$ cat src/design/dpp_pkg.sv
// Shared types and codes for the dual-pivot partition block.
// Holds the request/response payload structs, status and register codes,
// and the command/status structs between controller and datapath.
package dpp_pkg;

   localparam int VALUE_W = 32;
   localparam int INDEX_W = 10;
   localparam int BOUND_W = 11;
   localparam int CSR_ADDR_W = 2;
   localparam int CSR_DATA_W = 10;

   // Request function codes
   localparam logic FUNC_LOAD = 1'b0;
   localparam logic FUNC_READ = 1'b1;

   // Response status codes
   localparam logic [1:0] ST_OK        = 2'd0;
   localparam logic [1:0] ST_BAD_PIVOT = 2'd1;
   localparam logic [1:0] ST_FULL      = 2'd2;
   localparam logic [1:0] ST_BAD_READ  = 2'd3;

   // Configuration register indexes
   localparam logic [CSR_ADDR_W-1:0] CSR_FIRST_PIVOT  = 2'd0;
   localparam logic [CSR_ADDR_W-1:0] CSR_SECOND_PIVOT = 2'd1;
   localparam logic [CSR_ADDR_W-1:0] CSR_SIGNED_CMP   = 2'd2;

   typedef struct packed {
      logic               func;
      logic [VALUE_W-1:0] element_value;
      logic               is_last;
      logic [INDEX_W-1:0] read_index;
   } req_type;

   typedef struct packed {
      logic [VALUE_W-1:0] read_value;
      logic [BOUND_W-1:0] first_boundary;
      logic [BOUND_W-1:0] second_boundary;
      logic [1:0]         status;
   } rsp_type;

   // Controller to datapath
   typedef struct packed {
      logic take;
      logic check;
      logic pivot_set;
      logic scan_rd;
      logic scan_cmp;
      logic scan_wr;
      logic scan_end;
      logic swap_rd;
      logic swap_w1;
      logic swap_w2;
      logic rsp_load;
   } cmd_type;

   // Datapath to controller
   typedef struct packed {
      logic req_read;
      logic req_last;
      logic req_full;
      logic pivot_bad;
      logic take_less;
      logic scan_last;
      logic phase2;
      logic scan2_empty;
      logic out_free;
   } stat_type;

endpackage

$ cat src/design/dpp_ctrl.sv
// Controller of the dual-pivot partition block: sequences loads, reads,
// the two partition scans and the pivot swaps. Depends on dpp_pkg.
module dpp_ctrl (
   input  logic              clock,
   input  logic              reset,
   input  logic              req_valid,
   output logic              req_ready,
   input  dpp_pkg::stat_type stat,
   output dpp_pkg::cmd_type  cmd
);
   import dpp_pkg::*;

   localparam logic [3:0] S_IDLE     = 4'd0;
   localparam logic [3:0] S_CHECK    = 4'd1;
   localparam logic [3:0] S_PIVOT    = 4'd2;
   localparam logic [3:0] S_SCAN_RD  = 4'd3;
   localparam logic [3:0] S_SCAN_CMP = 4'd4;
   localparam logic [3:0] S_SCAN_WR  = 4'd5;
   localparam logic [3:0] S_SCAN_END = 4'd6;
   localparam logic [3:0] S_SWAP_RD  = 4'd7;
   localparam logic [3:0] S_SWAP_W1  = 4'd8;
   localparam logic [3:0] S_SWAP_W2  = 4'd9;
   localparam logic [3:0] S_RESP     = 4'd10;

   logic [3:0] state_ff, state_in;

   always_comb begin
      state_in = state_ff;
      cmd = '0;
      req_ready = 1'b0;
      case (state_ff)
         S_IDLE: begin
            req_ready = 1'b1;
            cmd.take = req_valid;
            if (req_valid) begin
               if (stat.req_read) begin
                  state_in = S_RESP;
               end else if (stat.req_last) begin
                  state_in = S_CHECK;
               end else if (stat.req_full) begin
                  state_in = S_RESP;
               end
            end
         end
         S_CHECK: begin
            cmd.check = 1'b1;
            state_in = stat.pivot_bad ? S_RESP : S_PIVOT;
         end
         S_PIVOT: begin
            cmd.pivot_set = 1'b1;
            state_in = S_SCAN_RD;
         end
         S_SCAN_RD: begin
            cmd.scan_rd = 1'b1;
            state_in = S_SCAN_CMP;
         end
         S_SCAN_CMP: begin
            cmd.scan_cmp = 1'b1;
            if (stat.take_less) begin
               state_in = S_SCAN_WR;
            end else begin
               state_in = stat.scan_last ? S_SCAN_END : S_SCAN_RD;
            end
         end
         S_SCAN_WR: begin
            cmd.scan_wr = 1'b1;
            state_in = stat.scan_last ? S_SCAN_END : S_SCAN_RD;
         end
         S_SCAN_END: begin
            cmd.scan_end = 1'b1;
            state_in = S_SWAP_RD;
         end
         S_SWAP_RD: begin
            cmd.swap_rd = 1'b1;
            state_in = S_SWAP_W1;
         end
         S_SWAP_W1: begin
            cmd.swap_w1 = 1'b1;
            state_in = S_SWAP_W2;
         end
         S_SWAP_W2: begin
            cmd.swap_w2 = 1'b1;
            if (stat.phase2) begin
               state_in = S_RESP;
            end else if (stat.scan2_empty) begin
               // nothing to scan above the first boundary: place the larger pivot
               state_in = S_SWAP_RD;
            end else begin
               state_in = S_SCAN_RD;
            end
         end
         S_RESP: begin
            cmd.rsp_load = stat.out_free;
            if (stat.out_free) begin
               state_in = S_IDLE;
            end
         end
         default: state_in = S_IDLE;
      endcase
   end

   always_ff @(posedge clock) begin
      if (reset) begin
         state_ff <= S_IDLE;
      end else begin
         state_ff <= state_in;
      end
   end

endmodule

$ cat config.mk
export PLATFORM = sky130hd
export DESIGN_NAME = dpp_ctrl
export DESIGN_NICKNAME = d
export VERILOG_FILES = /design/src/design/dpp_pkg.sv /design/src/design/dpp_ctrl.sv
export SDC_FILE = /design/constraint.sdc
export NUM_CORES = 1
export LEC_CHECK = 0
export ABC_AREA = 0
export ABC_CLOCK_PERIOD_IN_PS = 3000
export BUFFER_PORTS_ARGS = -buffer_cell sky130_fd_sc_hd__buf_2
export CELL_PAD_IN_SITES_DETAIL_PLACEMENT = 0
export CELL_PAD_IN_SITES_GLOBAL_PLACEMENT = 2
export CORE_MARGIN = 2
export CORE_UTILIZATION = 22
export DETAILED_ROUTE_END_ITERATION = 10
export GPL_TIMING_DRIVEN = 1
export HOLD_SLACK_MARGIN = 0.12
export PLACE_DENSITY = 0.83
export SLEW_MARGIN = 20
export SYNTH_ARGS = -nofsm -noshare
export SYNTH_HDL_FRONTEND = slang
export SYNTH_SLANG_ARGS = --single-unit
$ cat constraint.sdc
create_clock -name clock -period 3 [get_ports clock]
set_input_delay 0.9 -clock clock [delete_from_list [all_inputs] [get_ports clock]]
set_output_delay 0.9 -clock clock [all_outputs]
set_load 0.01 [all_outputs]
==> impl_results.md <==
- CTS tree: yes
- CP max FO: 18
- WP data arrival: 1.45 ns
- First-pass GRT wire length: roughly 2100 um
- Commonest cells after routing, fill and taps aside: buf_2, nor2_1, nand2_1, nor3b_1
- Die width: roughly 50 um
- Clock transition at path regs: 0.04 ns
- Clock Path Buffers: 2
- Placer Congestion: between 0.6 and 0.7
- Global route overflow: 0
- Max incr delay on CP: ~0.7 ns
- H-tree levels: 1
- Synthesized cell area: between 400 and 500 um2
- Yosys warns: 0
- MaxCap Viol Count: 0
- Avg WL per Cell: between 10 and 15 um
- Largest net degree at the start of global routing: 19
- Total of cells resized after clock tree synthesis: 0
- CP max-delay cell: dfxtp_1
- Remaining DRCs: 0
- Setup TNS: 0 ns
- CTS Sinks: 4
- Post-Route WL: 1160 um
- Tmin final: ~2.3 ns
- Buf+Inv Stages, Crit Path: 1
- Final setup violation count: 0
- Initial antenna violation count: 0
- Hold Crit Class: flop to flop
- Run status: finished clean
- DR iter-0 viols: 5
- WHS: about 0.77 ns
- Biggest register: state_ff
- Syn Nets: just over 70
- Vias per inst: approximately 4.6
- Setup crit start kind: flop
- Cells after Synth: 60
- Least-Margin Pin Slew: between 0.6 and 0.7 ns
- Layout cells sized above 1: between 30% and 40%
- IO Count: 24
- Area Growth Syn to Fin: 30.9%
- Met1 Routed Length: approximately 570 um
- Largest registers: state_ff: 4 flops
- Met2 routed WL: roughly 510 um
- Vias in the first global route: 458
- Register bit total from synthesis: 4
- Hold_buf cts: 0
- Routed Antenna Nets: 0
- Die area: ~2400 um2
- Clk_lat worst skew: between 0.2 and 0.25 ns
- Avg Cell Area, Syn: about 7.3 um2
- Count of cell types in the netlist: 28
- Die Y: between 40 and 50 um
- GRT Resource Usage Total: between 10 and 15%
- Port buffer count: 23
- Sequential-to-total area share from yosys stat: 18.3%
- Max FFs per register: 4
- P per Cell Area: 823 nW/um2
- Met3 wire len: 80 um
- Fin. Hold Viols: 0
- Top delay family on crit path: flip-flops
- Crit Path Category: flop to primary output
- Row count: 16
- Max Freq: ~430 MHz
- Uppermost layer routed: met3
- Core Area: a little under 2000 um2
- CTS root buf: clkbuf_4
- Most common cell after layout, fill and taps aside: buf_2
- Clk_skew: approximately 0.0073 ns
- Total Power: 0.471 mW
- Worst vdd ir: ~0.31 mV
- Filler Cell Count: 241
- Worst R2R Start: state_ff[3]$_SDFFE_PP0P_
- Hold path start: state_ff[0]$_SDFFE_PP0P_
- Final nets: 94
- # diodes: 0
- Inserted Clock Buffers: 3
- Setup bufs post-CTS: 0
- Slew Limit Headroom: about 60%
- Crit path cell chain: nand2b_1, nor3_1, buf_2
- Routed via count: 494
- Initial DRT Pass Iterations: 3
- Starting density of the core: between 20% and 30%
- Tcrit/Tclk final: between 70% and 80%
- CP endpoint kind: primary output
- Max-slew violation count: 0
- RSZ-0062 raised after global routing: false
- P_leak: ~0.26 nW
- DP Wirelength: ~850 um
- Worst Setup SP: state_ff[1]$_SDFFE_PP0P_
- Worst EP required: around 2.1 ns
## layer usage
metal	global-route usage, %	up-vias
met5	0	-
met4	4.29	0
met3	4.32	0
met2	15.8	19
met1	15.3	214
li1	-	261
## synthesized netlist by cell type, drive strengths merged
master / number / area (um2)
a32oi: 1 / 8.76
o21ai: 2 / 10.0
or3b: 1 / 8.76
a211oi: 1 / 7.51
o31ai: 1 / 7.51
buf: 6 / 36.3
o221ai: 1 / 8.76
or2: 1 / 6.26
a21oi: 2 / 10.0
a31oi: 1 / 6.26
a41o: 1 / 10.0
a221oi: 1 / 15.0
nor3: 4 / 20.0
inv: 4 / 15.0
nor2: 7 / 26.3
nor4: 1 / 12.5
dfxtp: 4 / 80.1
a21o: 1 / 7.51
nand2b: 2 / 12.5
nand2: 5 / 18.8
nor4b: 1 / 8.76
nor3b: 6 / 50.1
a22oi: 1 / 12.5
and4: 1 / 8.76
and2: 2 / 12.5
o32ai: 2 / 17.5
## final timing paths
path                              end  slack (ns)  cells after the start
max                            cmd[8]        0.65                      3
min          state_ff[1]$_SDFFE_PP0P_        0.77                      2
max reg2reg  state_ff[3]$_SDFFE_PP0P_        1.53                      4
min reg2reg  state_ff[1]$_SDFFE_PP0P_        0.77                      2
## metrics by stage
step / setup WS (ns) / instances / utilization (%) / area (um2)
after global routing: 0.502 / 107 / 29.8 / 573
final: 0.653 / 107 / 29.8 / 573
after CTS: 0.637 / 107 / 29.8 / 573
after floorplan: 0.981 / 60 / - / 438
after detailed placement: 0.784 / 104 / 28.6 / 551
after global placement: 0.801 / 104 / 28.6 / 551
## power by group
group,switching [mW],total [mW],leakage [nW],internal [mW]
Combinational,0.120,0.242,0.214,0.122
Sequential,0.0880,0.163,0.0329,0.0747
Clock,0.0218,0.0666,0.0138,0.0447
Total,0.230,0.471,0.261,0.241
## worst reg2reg max path: stages (launching register included)
cell and delay (ns):
dfxtp_1 0.48, or3b_1 0.46, a22oi_2 0.12, o32ai_1 0.10, a21o_1 0.20
## cells by family (layout without fill, tap and decap cells)
kind of cell,count (synthesis),count (layout),synth area share [%]
AND/OR/NAND/NOR,31,31,42.3
AO/OA/AOI/OAI,15,15,27.7
buffers and inverters,10,30,11.7
flip-flops,4,4,18.3
## area by class of cell
| class | instances | area [um2] | area share (%) |
|---|---|---|---|
| multi-input cells | 46 | 307 | 53.5 |
| clock buffers | 3 | 22.5 | 3.93 |
| inverters | 4 | 15.0 | 2.62 |
| repair buffers | 23 | 115 | 20.1 |
| flip-flops and latches | 4 | 80.1 | 14.0 |
| well taps | 27 | 33.8 | 5.90 |
Power figures use the tool's default switching activity.
